`src/rtl/core/bdh_pkg.sv`:
```
// Shared types and constants of the button debounce and hold detector.
`default_nettype none
package bdh_pkg;

    localparam int unsigned TIME_W   = 32;
    localparam int unsigned THR_W    = 16;
    localparam int unsigned FLAG_W   = 2;
    localparam int unsigned STATE_W  = 3;
    localparam int unsigned CFG_IDX_W = 1;

    localparam logic [STATE_W-1:0] ST_RELEASED      = 3'd0;
    localparam logic [STATE_W-1:0] ST_CHK_PRESS     = 3'd1;
    localparam logic [STATE_W-1:0] ST_PRESSED       = 3'd2;
    localparam logic [STATE_W-1:0] ST_CHK_REL_PRESS = 3'd3;
    localparam logic [STATE_W-1:0] ST_HELD          = 3'd4;
    localparam logic [STATE_W-1:0] ST_CHK_REL_HOLD  = 3'd5;

    localparam logic [FLAG_W-1:0] FLAG_IDLE    = 2'd0;
    localparam logic [FLAG_W-1:0] FLAG_PRESSED = 2'd1;
    localparam logic [FLAG_W-1:0] FLAG_RELEASE = 2'd2;
    localparam logic [FLAG_W-1:0] FLAG_HELD    = 2'd3;

    localparam logic [CFG_IDX_W-1:0] CFG_DEBOUNCE = 1'd0;
    localparam logic [CFG_IDX_W-1:0] CFG_HOLD     = 1'd1;

    localparam logic [THR_W-1:0] DEBOUNCE_RST = 16'd20;
    localparam logic [THR_W-1:0] HOLD_RST     = 16'd500;

    localparam logic PIN_PRESSED  = 1'b0;
    localparam logic PIN_RELEASED = 1'b1;

    typedef struct packed {
        logic [THR_W-1:0] debounce_ms;
        logic [THR_W-1:0] hold_ms;
    } t_cfg;

endpackage
`default_nettype wire

```
`src/rtl/core/bdh_cfg.sv`:
```
// Configuration registers: debounce and hold thresholds.
`default_nettype none
module bdh_cfg (
    input  wire logic                           i_clk,
    input  wire logic                           i_rst_n,
    input  wire logic                           i_cfg_valid,
    input  wire logic [bdh_pkg::CFG_IDX_W-1:0]  i_cfg_index,
    input  wire logic [bdh_pkg::THR_W-1:0]      i_cfg_data,
    output bdh_pkg::t_cfg                       o_cfg
);

    bdh_pkg::t_cfg r_cfg;

    always_ff @(posedge i_clk) begin
        if (!i_rst_n) begin
            r_cfg.debounce_ms <= bdh_pkg::DEBOUNCE_RST;
            r_cfg.hold_ms     <= bdh_pkg::HOLD_RST;
        end else if (i_cfg_valid) begin
            case (i_cfg_index)
                bdh_pkg::CFG_DEBOUNCE: r_cfg.debounce_ms <= i_cfg_data;
                bdh_pkg::CFG_HOLD:     r_cfg.hold_ms     <= i_cfg_data;
                default: ;
            endcase
        end
    end

    assign o_cfg = r_cfg;

endmodule
`default_nettype wire

```
`src/rtl/core/bdh_fsm.sv`:
```
// Debounce and hold state machine with its timestamps.
`default_nettype none
module bdh_fsm (
    input  wire logic                          i_clk,
    input  wire logic                          i_rst_n,
    input  wire logic                          i_advance,
    input  wire logic                          i_level,
    input  wire logic [bdh_pkg::TIME_W-1:0]    i_now,
    input  bdh_pkg::t_cfg                      i_cfg,
    output logic      [bdh_pkg::FLAG_W-1:0]    o_flag
);

    logic [bdh_pkg::STATE_W-1:0] r_state, n_state;
    logic [bdh_pkg::TIME_W-1:0]  r_change, n_change;
    logic [bdh_pkg::TIME_W-1:0]  r_press, n_press;
    logic [bdh_pkg::TIME_W-1:0]  since_change, since_press;
    logic                        deb_met, hold_met;

    assign since_change = i_now - r_change;
    assign since_press  = i_now - r_press;
    assign deb_met  = since_change >= {{(bdh_pkg::TIME_W-bdh_pkg::THR_W){1'b0}}, i_cfg.debounce_ms};
    assign hold_met = since_press  >= {{(bdh_pkg::TIME_W-bdh_pkg::THR_W){1'b0}}, i_cfg.hold_ms};

    always_comb begin
        n_state  = r_state;
        n_change = r_change;
        n_press  = r_press;
        o_flag   = bdh_pkg::FLAG_IDLE;
        case (r_state)
            bdh_pkg::ST_CHK_PRESS: begin
                if (i_level == bdh_pkg::PIN_RELEASED) begin
                    n_state = bdh_pkg::ST_RELEASED;
                end else if (deb_met) begin
                    n_state = bdh_pkg::ST_PRESSED;
                    n_press = i_now;
                end
            end
            bdh_pkg::ST_PRESSED: begin
                o_flag = bdh_pkg::FLAG_PRESSED;
                if (i_level == bdh_pkg::PIN_RELEASED) begin
                    n_state  = bdh_pkg::ST_CHK_REL_PRESS;
                    n_change = i_now;
                end else if (hold_met) begin
                    n_state = bdh_pkg::ST_HELD;
                end
            end
            bdh_pkg::ST_CHK_REL_PRESS: begin
                o_flag = bdh_pkg::FLAG_RELEASE;
                if (i_level == bdh_pkg::PIN_PRESSED) begin
                    n_state = bdh_pkg::ST_PRESSED;
                    n_press = i_now;
                end else if (deb_met) begin
                    n_state = bdh_pkg::ST_RELEASED;
                end
            end
            bdh_pkg::ST_HELD: begin
                o_flag = bdh_pkg::FLAG_HELD;
                if (i_level == bdh_pkg::PIN_RELEASED) begin
                    n_state  = bdh_pkg::ST_CHK_REL_HOLD;
                    n_change = i_now;
                end
            end
            bdh_pkg::ST_CHK_REL_HOLD: begin
                if (i_level == bdh_pkg::PIN_PRESSED) begin
                    n_state = bdh_pkg::ST_HELD;
                end else if (deb_met) begin
                    n_state = bdh_pkg::ST_RELEASED;
                end
            end
            default: begin
                n_state = bdh_pkg::ST_RELEASED;
                if (i_level == bdh_pkg::PIN_PRESSED) begin
                    n_state  = bdh_pkg::ST_CHK_PRESS;
                    n_change = i_now;
                end
            end
        endcase
    end

    always_ff @(posedge i_clk) begin
        if (!i_rst_n) begin
            r_state  <= bdh_pkg::ST_RELEASED;
            r_change <= '0;
            r_press  <= '0;
        end else if (i_advance) begin
            r_state  <= n_state;
            r_change <= n_change;
            r_press  <= n_press;
        end
    end

endmodule
`default_nettype wire

```
`src/rtl/core/bdh_out.sv`:
```
// Result register holding one flag item for the downstream side.
`default_nettype none
module bdh_out (
    input  wire logic                        i_clk,
    input  wire logic                        i_rst_n,
    input  wire logic                        i_load,
    input  wire logic [bdh_pkg::FLAG_W-1:0]  i_flag,
    input  wire logic                        i_stall,
    output logic                             o_free,
    output logic                             o_valid,
    output logic      [bdh_pkg::FLAG_W-1:0]  o_flag
);

    logic                        r_valid;
    logic [bdh_pkg::FLAG_W-1:0]  r_flag;

    assign o_free = !r_valid || !i_stall;

    always_ff @(posedge i_clk) begin
        if (!i_rst_n) begin
            r_valid <= 1'b0;
        end else if (o_free) begin
            r_valid <= i_load;
        end
    end

    always_ff @(posedge i_clk) begin
        if (o_free && i_load) begin
            r_flag <= i_flag;
        end
    end

    assign o_valid = r_valid;
    assign o_flag  = r_flag;

endmodule
`default_nettype wire

```
`src/rtl/core/button_debounce_hold_detector.sv`:
```
// Top level of the button debounce and hold detector.
// Usage:
//   Input channel (i_in_valid / o_in_stall) carries one sample item per cycle,
//   while not stalled: the active-low pin level and a free-running millisecond time.
//   Output channel (o_out_valid / i_out_stall) returns one press_flag item per
//   sample: 0 idle, 1 pressed, 2 release from pressed being confirmed, 3 held. The flag
//   reflects the debounce state before that sample.
//   Configuration channel (i_cfg_valid / o_cfg_ready, always ready) writes
//   index 0 debounce_ms and index 1 hold_ms; write only while idle.
// Flow: an accepted item enters the input register, and its flag is loaded into
//   the result register once that register is free. Throughput: one item per cycle
//   while unstalled, set by the single state update between the two registers.
// Reset: synchronous, active low; state returns to released, timestamps to
//   zero, thresholds to 20 ms and 500 ms, both registers empty.
// Stall: while the result register is full and stalled, the input register
//   holds its item and o_in_stall rises once it is occupied; no item is lost.
`default_nettype none
module button_debounce_hold_detector (
    input  wire logic                           i_clk,
    input  wire logic                           i_rst_n,
    input  wire logic                           i_in_valid,
    output logic                                o_in_stall,
    input  wire logic                           i_button_level,
    input  wire logic [bdh_pkg::TIME_W-1:0]     i_now_ms,
    output logic                                o_out_valid,
    input  wire logic                           i_out_stall,
    output logic      [bdh_pkg::FLAG_W-1:0]     o_press_flag,
    input  wire logic                           i_cfg_valid,
    output logic                                o_cfg_ready,
    input  wire logic [bdh_pkg::CFG_IDX_W-1:0]  i_cfg_index,
    input  wire logic [bdh_pkg::THR_W-1:0]      i_cfg_data
);

    bdh_pkg::t_cfg               cfg;
    logic                        r_in_vld;
    logic                        r_level;
    logic [bdh_pkg::TIME_W-1:0]  r_now;
    logic                        out_free;
    logic                        advance;
    logic                        in_acc;
    logic [bdh_pkg::FLAG_W-1:0]  flag;

    assign o_cfg_ready = 1'b1;
    assign advance     = r_in_vld && out_free;
    assign o_in_stall  = r_in_vld && !out_free;
    assign in_acc      = i_in_valid && !o_in_stall;

    always_ff @(posedge i_clk) begin
        if (!i_rst_n) begin
            r_in_vld <= 1'b0;
        end else if (!r_in_vld || out_free) begin
            r_in_vld <= i_in_valid;
        end
    end

    always_ff @(posedge i_clk) begin
        if (in_acc) begin
            r_level <= i_button_level;
            r_now   <= i_now_ms;
        end
    end

    bdh_cfg u_cfg (
        .i_clk       (i_clk),
        .i_rst_n     (i_rst_n),
        .i_cfg_valid (i_cfg_valid && o_cfg_ready),
        .i_cfg_index (i_cfg_index),
        .i_cfg_data  (i_cfg_data),
        .o_cfg       (cfg)
    );

    bdh_fsm u_fsm (
        .i_clk     (i_clk),
        .i_rst_n   (i_rst_n),
        .i_advance (advance),
        .i_level   (r_level),
        .i_now     (r_now),
        .i_cfg     (cfg),
        .o_flag    (flag)
    );

    bdh_out u_out (
        .i_clk   (i_clk),
        .i_rst_n (i_rst_n),
        .i_load  (advance),
        .i_flag  (flag),
        .i_stall (i_out_stall),
        .o_free  (out_free),
        .o_valid (o_out_valid),
        .o_flag  (o_press_flag)
    );

    a_adv_fills_out: assert property (@(posedge i_clk) disable iff (!i_rst_n)
        advance |=> o_out_valid)
        else $error("advanced item did not reach result register");

    a_stall_means_full: assert property (@(posedge i_clk) disable iff (!i_rst_n)
        o_in_stall |-> (r_in_vld && o_out_valid && i_out_stall))
        else $error("input stalled without a blocked result");

    a_hold_while_blocked: assert property (@(posedge i_clk) disable iff (!i_rst_n)
        (r_in_vld && !out_free) |=> (r_in_vld && $stable(r_now) && $stable(r_level)))
        else $error("input register changed while blocked");

    a_accept_loads: assert property (@(posedge i_clk) disable iff (!i_rst_n)
        in_acc |=> r_in_vld)
        else $error("accepted item missing from input register");

endmodule
`default_nettype wire
```
`config.mk`:
```
export PLATFORM = sky130hd
export DESIGN_NAME = button_debounce_hold_detector
export DESIGN_NICKNAME = d
export VERILOG_FILES = /design/src/rtl/core/bdh_pkg.sv /design/src/rtl/core/bdh_cfg.sv /design/src/rtl/core/bdh_fsm.sv /design/src/rtl/core/bdh_out.sv /design/src/rtl/core/button_debounce_hold_detector.sv
export SDC_FILE = /design/constraint.sdc
export NUM_CORES = 1
export LEC_CHECK = 0
export BUFFER_PORTS_ARGS = -buffer_cell sky130_fd_sc_hd__buf_2
export CAP_MARGIN = 10
export CORE_MARGIN = 8
export CORE_UTILIZATION = 60
export DETAILED_ROUTE_END_ITERATION = 16
export PLACE_DENSITY = 0.79
export SLEW_MARGIN = 40
export SYNTH_ARGS = -nofsm -noshare
export SYNTH_HDL_FRONTEND = slang
export SYNTH_HIERARCHICAL = 1
export SYNTH_SLANG_ARGS = --single-unit
```
`constraint.sdc`:
```
create_clock -name i_clk -period 5.4 [get_ports i_clk]
set_clock_uncertainty 0.1 [all_clocks]
set_input_delay 0.27 -clock i_clk [delete_from_list [all_inputs] [get_ports i_clk]]
set_output_delay 0.27 -clock i_clk [all_outputs]
set_load 0.01 [all_outputs]
```
==> results of run 1 <==
## power by group
part | internal [uW] | total, uW | switching (uW)
sequential | 1090 | 1130 | 41.7
combinational | 278 | 677 | 399
clock | 652 | 1140 | 489
## metrics by stage
| step | instance area, um2 | util (%) | std cells | power (uW) |
|---|---|---|---|---|
| after floorplan | 10200 | - | 1225 | 1610 |
| after CTS | 11500 | 69.2 | 1518 | 2920 |
| after global routing | 11500 | 69.3 | 1519 | 3070 |
| after global placement | 10500 | 63.3 | 1449 | 1760 |
| final | 11500 | 69.3 | 1519 | 2950 |
| after detailed placement | 10600 | 63.7 | 1452 | 1780 |
## state kept, by name, indices dropped and copies added (netlist names)
signal	flops
r_in_vld	1
r_level	1
r_now	32
u_cfg/o_cfg	32
u_fsm/r_change	32
u_fsm/r_press	32
u_fsm/r_state	3
u_out/o_flag	2
u_out/o_valid	1
## worst max-delay path, delay by kind of cell (launching register included)
family          cells  cell delay (ns)
simple gates        4             0.99
buf+inv             1             0.31
mux                 1             0.20
flops               1             0.51
fa+ha+maj           2             0.53
compound gates      9             2.17
xor+xnor            1             0.13
## cells by family (layout without fill, tap and decap cells)
group           count (synthesis)  count (layout)  share of synthesized area, %
compound gates                262             262                          17.8
xor+xnor                       42              42                          3.61
fa+ha+maj                      96              96                          11.9
buf+inv                       179             252                          7.46
flops                         136             136                          30.2
mux                            96              96                          9.49
other cells                     1               2                        0.0368
simple gates                  413             413                          19.4
## layout make-up
cell class | count | area (um2)
multi-input combinational | 910 | 6380
fill | 1322 | 5080
sequential | 136 | 3070
timing repair buffer | 101 | 739
clock buffer | 20 | 478
inverter | 119 | 448
tap | 220 | 275
clock inverter | 12 | 103
antenna | 1 | 2.50
## layer usage
layer,vias up,GRT usage (%),wire [um]
met5,-,0,0
met4,0,10.2,773
met3,59,4.57,1870
met2,361,42.4,13400
met1,4413,32.7,12400
li1,4487,-,-
## placed cells by master, fill, tap and decap left out, types with 8 or more instances in the layout
cell type / n
nand4_1: 19
mux2i_1: 92
nand2_1: 178
inv_1: 118
dfxtp_1: 101
xor2_1: 14
dlygate4sd3_1: 34
a21oi_1: 68
ha_1: 94
a21o_1: 21
clkbuf_16: 18
or3_1: 8
edfxtp_1: 35
o21ai_0: 42
nor2b_1: 14
and2_1: 11
o211ai_1: 17
xnor2_1: 28
nor3_1: 18
buf_2: 57
nand3_1: 24
a211oi_1: 11
o21a_1: 10
nor2_1: 83
nor4_1: 8
## final timing paths
kind	slack, ns	cells after the start	to	start
setup / recovery	0.32	18	u_fsm/r_press[6]	r_now[1]
hold reg to reg	0.36	2	u_fsm/r_press[27]	u_fsm/r_press[27]
hold / removal	0.02	3	u_cfg/o_cfg[23]	i_cfg_data[7]
setup reg to reg	0.32	18	u_fsm/r_press[6]	r_now[1]
## what timing repair did
item,in CTS,in global routing
hold buffers,34,0
setup buffers,0,0
resized for setup,0,3
endpoints found under the setup margin,0,33
hold endpoints to repair,34,0
==> out/results.ini, run 1 <==
[outcome]
outcome = completed

[sta]
setup_slack_ns = 0.322
setup_viol = 0
rsz0062_at_grt = no
tightest_slew_ns = 0.686
post-route-min-period_ns = 5.08
finalCritPeriodShare_pct = 94.0
slew_violations = 0
setup-tns-final_ns = 0
hold_viol = 0
max_slew_margin_pct = 53.9
fmaxAchievable_mhz = 197
timing.hold.ws_ns = 0.0199

[placement]
dp_slack_ns = 0.373
gp_congestion = 0.996
io_buffers = 58
hpwlAfterDp_um = 20500

[global_routing]
gr-total-overflow = 0
grt_antenna_before_repair = 1
grtUsageTotal_pct = 25.7
grt_max_degree = 93
grt_pass1_vias = 8944
grt_pass1_wl_um = 44700

[setup_path]
crit_path_max_incr_delay_ns = 0.51
path_cells = ha_1 > nor2b_1 > o2111ai_1 > a211o_1 > a211oi_1 > nor2_1 > xnor2_1 > ha_1 > a41oi_1 > o221ai_1 > a2111oi_2 > o2111ai_1 > a311oi_1 > nand4_2 > nor4_4 > a21oi_4 > buf_4 > mux2i_1
critPathKind = register to register
crit_slowest_cell = edfxtp_1
critPathCaptureType = register
worstPathMaxFanout = 32
crit_required_ns = 5.58
arrival_ns = 5.26
startpoint_type = register

[detailed_routing]
drt-total-wl_um = 28400
drt-pass1-iter-count = 5
vias = 9320
vias_per_cell = 6.14
drc = 0
ant_nets = 0
drtIter0Drc = 905
detail_route.wl_per_cell_um = 18.7

[clock_tree]
clkSinkCount = 136
clockRootBuffer = clkbuf_16
cts_tree = done
numCtsBuffers = 17
cts_max_level = 4
clkTransAtPathRegs_ns = 0.07
clk_path_buf_depth = 2
clock_latency_ns = 0.43

[floorplanning]
rows = 47
io_pins = 60
core_area_mm2 = 0.0166
die_x_um = 146
initial_utilization_pct = 61.4
dieHeight_um = 146
floorplan.die_area_mm2 = 0.0214

[synth]
synth_cell_types = 88
synth-edff-count = 35
ys_warn_count = 6
synth_top_area_share_pct = 19.9
avgSynthCellArea_um2 = 8.31
ys_seq_elements = 136
synth_area_mm2 = 0.0102
synthTopCellsByArea = dfxtp_1 (20%), ha_1 (12%), edfxtp_1 (10%)
async_reset_ff_share_pct = 0
synth_fp_nets = 1376
yosysMostFrequentCell = nand2_1
seq_area_frac_synth_pct = 30.2
synth_top_flop_cell = dfxtp_1
netlist_instances = 1225
synth_common_cells = nand2_1 (178), inv_1 (118), dfxtp_1 (101), ha_1 (94), mux2i_1 (92)
synth_largest_area_cell = dfxtp_1

[cells_and_area]
areaGrowthSynthToFinish_pct = 13.0
drive_above_1_share_pct = 10.2
final_nets = 1436

[pwr]
ir_worst_vdd_mv = 0.223
p_leak_uw = 0.00452
power_density_mw_per_mm2 = 256

[flow_run]
cap_violations = 0

[min_path]
holdCritPathClass = input pin to register

Power figures use the tool's default switching activity.
==> inputs of run 2 (changes only) <==
- SYNTH_HIERARCHICAL: 1 -> unset
==> run 2 against run 1 <==
  * Register-to-register slack is essentially flat
  * Combinational power grew 12%
  * Sequential share of layout area grew 0.31 points
  * Design area shrank 1.2%
  * Critical path type unchanged
  * Critical endpoint is now u_fsm.r_press[4]
  * Largest cell class unchanged
==> out/results.ini, run 2 <==
[synth]
netlist_instances = 1226  ; +0.082%
synth_common_cells = nand2_1 (186), inv_1 (114), a21oi_1 (104), dfxtp_1 (101), ha_1 (94)
async_reset_ff_share_pct = 0  ; unchanged
synth_top_flop_cell = dfxtp_1
yosysMostFrequentCell = nand2_1
synth_top_area_share_pct = 20.5  ; +0.65 points
synthTopCellsByArea = dfxtp_1 (21%), ha_1 (12%), edfxtp_1 (11%)
synth_area_mm2 = 0.00986  ; -3.1%
seq_area_frac_synth_pct = 31.2  ; +0.98 points
synth-edff-count = 35  ; unchanged
ys_warn_count = 0  ; -6
synth_fp_nets = 1377  ; +0.073%
synth_largest_area_cell = dfxtp_1
ys_seq_elements = 136  ; unchanged
avgSynthCellArea_um2 = 8.04  ; -3.2%
synth_cell_types = 70  ; -20%

[clock_tree]
clkTransAtPathRegs_ns = 0.07  ; about the same
post_cts_buffers = 0  ; unchanged
clockRootBuffer = clkbuf_16
clock_latency_ns = 0.43  ; about the same
clkSinkCount = 136  ; unchanged
cts_max_level = 4  ; unchanged
numCtsBuffers = 17  ; unchanged
cts_tree = done
clk_path_buf_depth = 2  ; unchanged

[detailed_routing]
vias_per_cell = 6.01  ; -2.0%
vias = 9219  ; -1.1%
drt-pass1-iter-count = 7  ; +2
drt-total-wl_um = 28200  ; -0.91%
drtIter0Drc = 778  ; -14%
detail_route.wl_per_cell_um = 18.4  ; -1.8%
drc = 0  ; unchanged
ant_nets = 0  ; unchanged

[cells_and_area]
final_nets = 1449  ; +0.91%
drive_above_1_share_pct = 8.24  ; -1.9 points
mostFrequentLayoutCells = nand2_1 (186), inv_1 (114), a21oi_1 (104)
multi_input_area_mm2 = 0.00615  ; -3.5%
fin_util_pct = 69.5  ; +0.18 points
fillers = 1342  ; +1.5%
final_common_cell = nand2_1
areaGrowthSynthToFinish_pct = 15.3
regArea_mm2 = 0.00307  ; unchanged

[min_path]
min_from = i_cfg_data[11]
worstHoldEndpoint = u_cfg.o_cfg[11]
hold_path_depth = 3  ; unchanged
holdCritPathClass = input pin to register

[floorplanning]
core_area_mm2 = 0.0163  ; -1.4%
die_x_um = 144  ; -1.4%
rows = 47  ; unchanged
io_pins = 60  ; unchanged
dieHeight_um = 144  ; -1.4%
initial_utilization_pct = 60.3  ; -1.1 points
floorplan.die_area_mm2 = 0.0208  ; -2.8%

[global_routing]
grtUsageTotal_pct = 27.3  ; +1.7 points
grt_pass1_vias = 8727  ; -2.4%
gr-total-overflow = 0  ; unchanged
use_met1_pct = 34.3  ; +1.6 points
grt_use_met2_pct = 45.2  ; +2.8 points
grt_max_degree = 74  ; -20%
grt-busiest-layer = met2
grt_pass1_wl_um = 44200  ; -1.3%
use_met3_pct = 4.85  ; +0.28 points
grt_antenna_before_repair = 2  ; +1

[setup_path]
rr_worst_depth = 19  ; +1
r2r_slack_ns = 0.32  ; about the same
critPathCaptureType = register
r2r_end = u_fsm.r_press[4]
crit_required_ns = 5.59  ; about the same
startpoint_type = register
worstPathMaxFanout = 32  ; unchanged
r2r_start = r_now[1]
arrival_ns = 5.27  ; about the same
critPathKind = register to register

[sta]
rsz0062_at_grt = no
tightest_slew_ns = 0.745  ; +0.0586 ns
slew_violations = 0  ; unchanged
setup-tns-final_ns = 0  ; unchanged
hold_viol = 0  ; unchanged
fmaxAchievable_mhz = 197  ; about the same
finalCritPeriodShare_pct = 94.1  ; about the same
max_slew_margin_pct = 50.4  ; -3.6 points
setup_viol = 0  ; unchanged
post-route-min-period_ns = 5.08  ; +0.00200 ns

[pwr]
ir_worst_vdd_mv = 0.222  ; -0.58%
power_density_mw_per_mm2 = 279  ; +9.0%
p_leak_uw = 0.00435  ; -3.9%
finalPower_uw = 3180  ; +7.7%

[placement]
hpwlAfterDp_um = 20000  ; -2.4%
io_buffers = 58  ; unchanged
gp_congestion = 0.949  ; -4.7%

[outcome]
outcome = completed

[flow_run]
cap_violations = 0  ; unchanged

[run 2: worst max-delay path by stage]
stage | depth (start not counted) | slack (ns) | start | endpoint
after floorplan | 17 | 0.89 | r_now[1] | u_fsm.r_state[2]
after global placement | 17 | 0.42 | r_now[1] | u_fsm.r_state[2]
after detailed placement | 17 | 0.26 | r_now[1] | u_fsm.r_state[1]
after CTS | 17 | 0.21 | r_now[1] | u_fsm.r_state[2]
after global routing | 19 | 0.02 | r_now[0] | u_fsm.r_state[1]
final | 19 | 0.32 | r_now[1] | u_fsm.r_press[4]
[run 2: layout make-up]
class / instances / area share [%]
Antenna cell: 2 / 0.0440
Clock buffer: 23 / 4.69
Clock inverter: 9 / 1.05
Inverter: 116 / 3.85
Multi-Input combinational cell: 922 / 54.2
Sequential cell: 136 / 27.0
Tap cell: 220 / 2.42
Timing Repair Buffer: 105 / 6.76
[run 2: power by group]
group / leakage (uW) / internal, uW / total, uW / switching, uW
sequential: 0.00116 / 1090 / 1150 / 50.1
combinational: 0.00286 / 312 / 758 / 446
clock: 0.000320 / 799 / 1270 / 475
[run 2: through the flow]
step                      cells  hold WS (ns)  cell area [um2]  setup WS [ns]
after global routing       1533        0.0254            11400         0.0236
after floorplan            1226         0.269             9860          0.886
after global placement     1455         0.342            10200          0.424
after detailed placement   1457         0.348            10300          0.257
final                      1533        0.0296            11400          0.320
after CTS                  1531       0.00774            11400          0.206
[run 2: layer usage]
layer	share of wire, %	routed length [um]	vias to the layer above
met5	0	0	-
met4	3.5	988	0
met3	6.7	1900	65
met2	48	13500	347
met1	42	11800	4320
li1	-	-	4487
[run 2: kinds of logic after synthesis]
group / Yosys count / synth area share [%]
buf+inv: 168 / 6.75
compound gates: 296 / 19.2
mux: 76 / 7.75
xor+xnor: 39 / 3.46
flops: 136 / 31.2
simple gates: 414 / 19.3
fa+ha+maj: 96 / 12.3
other cells: 1 / 0.0380
[run 2: timing repair]
action / in CTS / in global routing
hold endpoints to repair: 46 / 0
endpoints found under the setup margin: 0 / 3
gates resized for setup: 0 / 1
hold buffers: 42 / 0
[run 2: worst max-delay path, stage by stage (launching register included)]
cell       delay (ns)
edfxtp_1         0.51
ha_1             0.34
nor2b_1          0.16
o2111ai_1        0.27
nand2_1          0.11
and2_1           0.20
a211oi_1         0.25
xnor2_1          0.19
ha_1             0.29
a21o_1           0.19
a21o_1           0.17
a221o_1          0.29
nand2_1          0.11
o21ai_0          0.09
or3_1            0.36
nor4_1           0.28
nor4b_4          0.41
a21oi_4          0.09
buf_4            0.31
mux2i_1          0.19
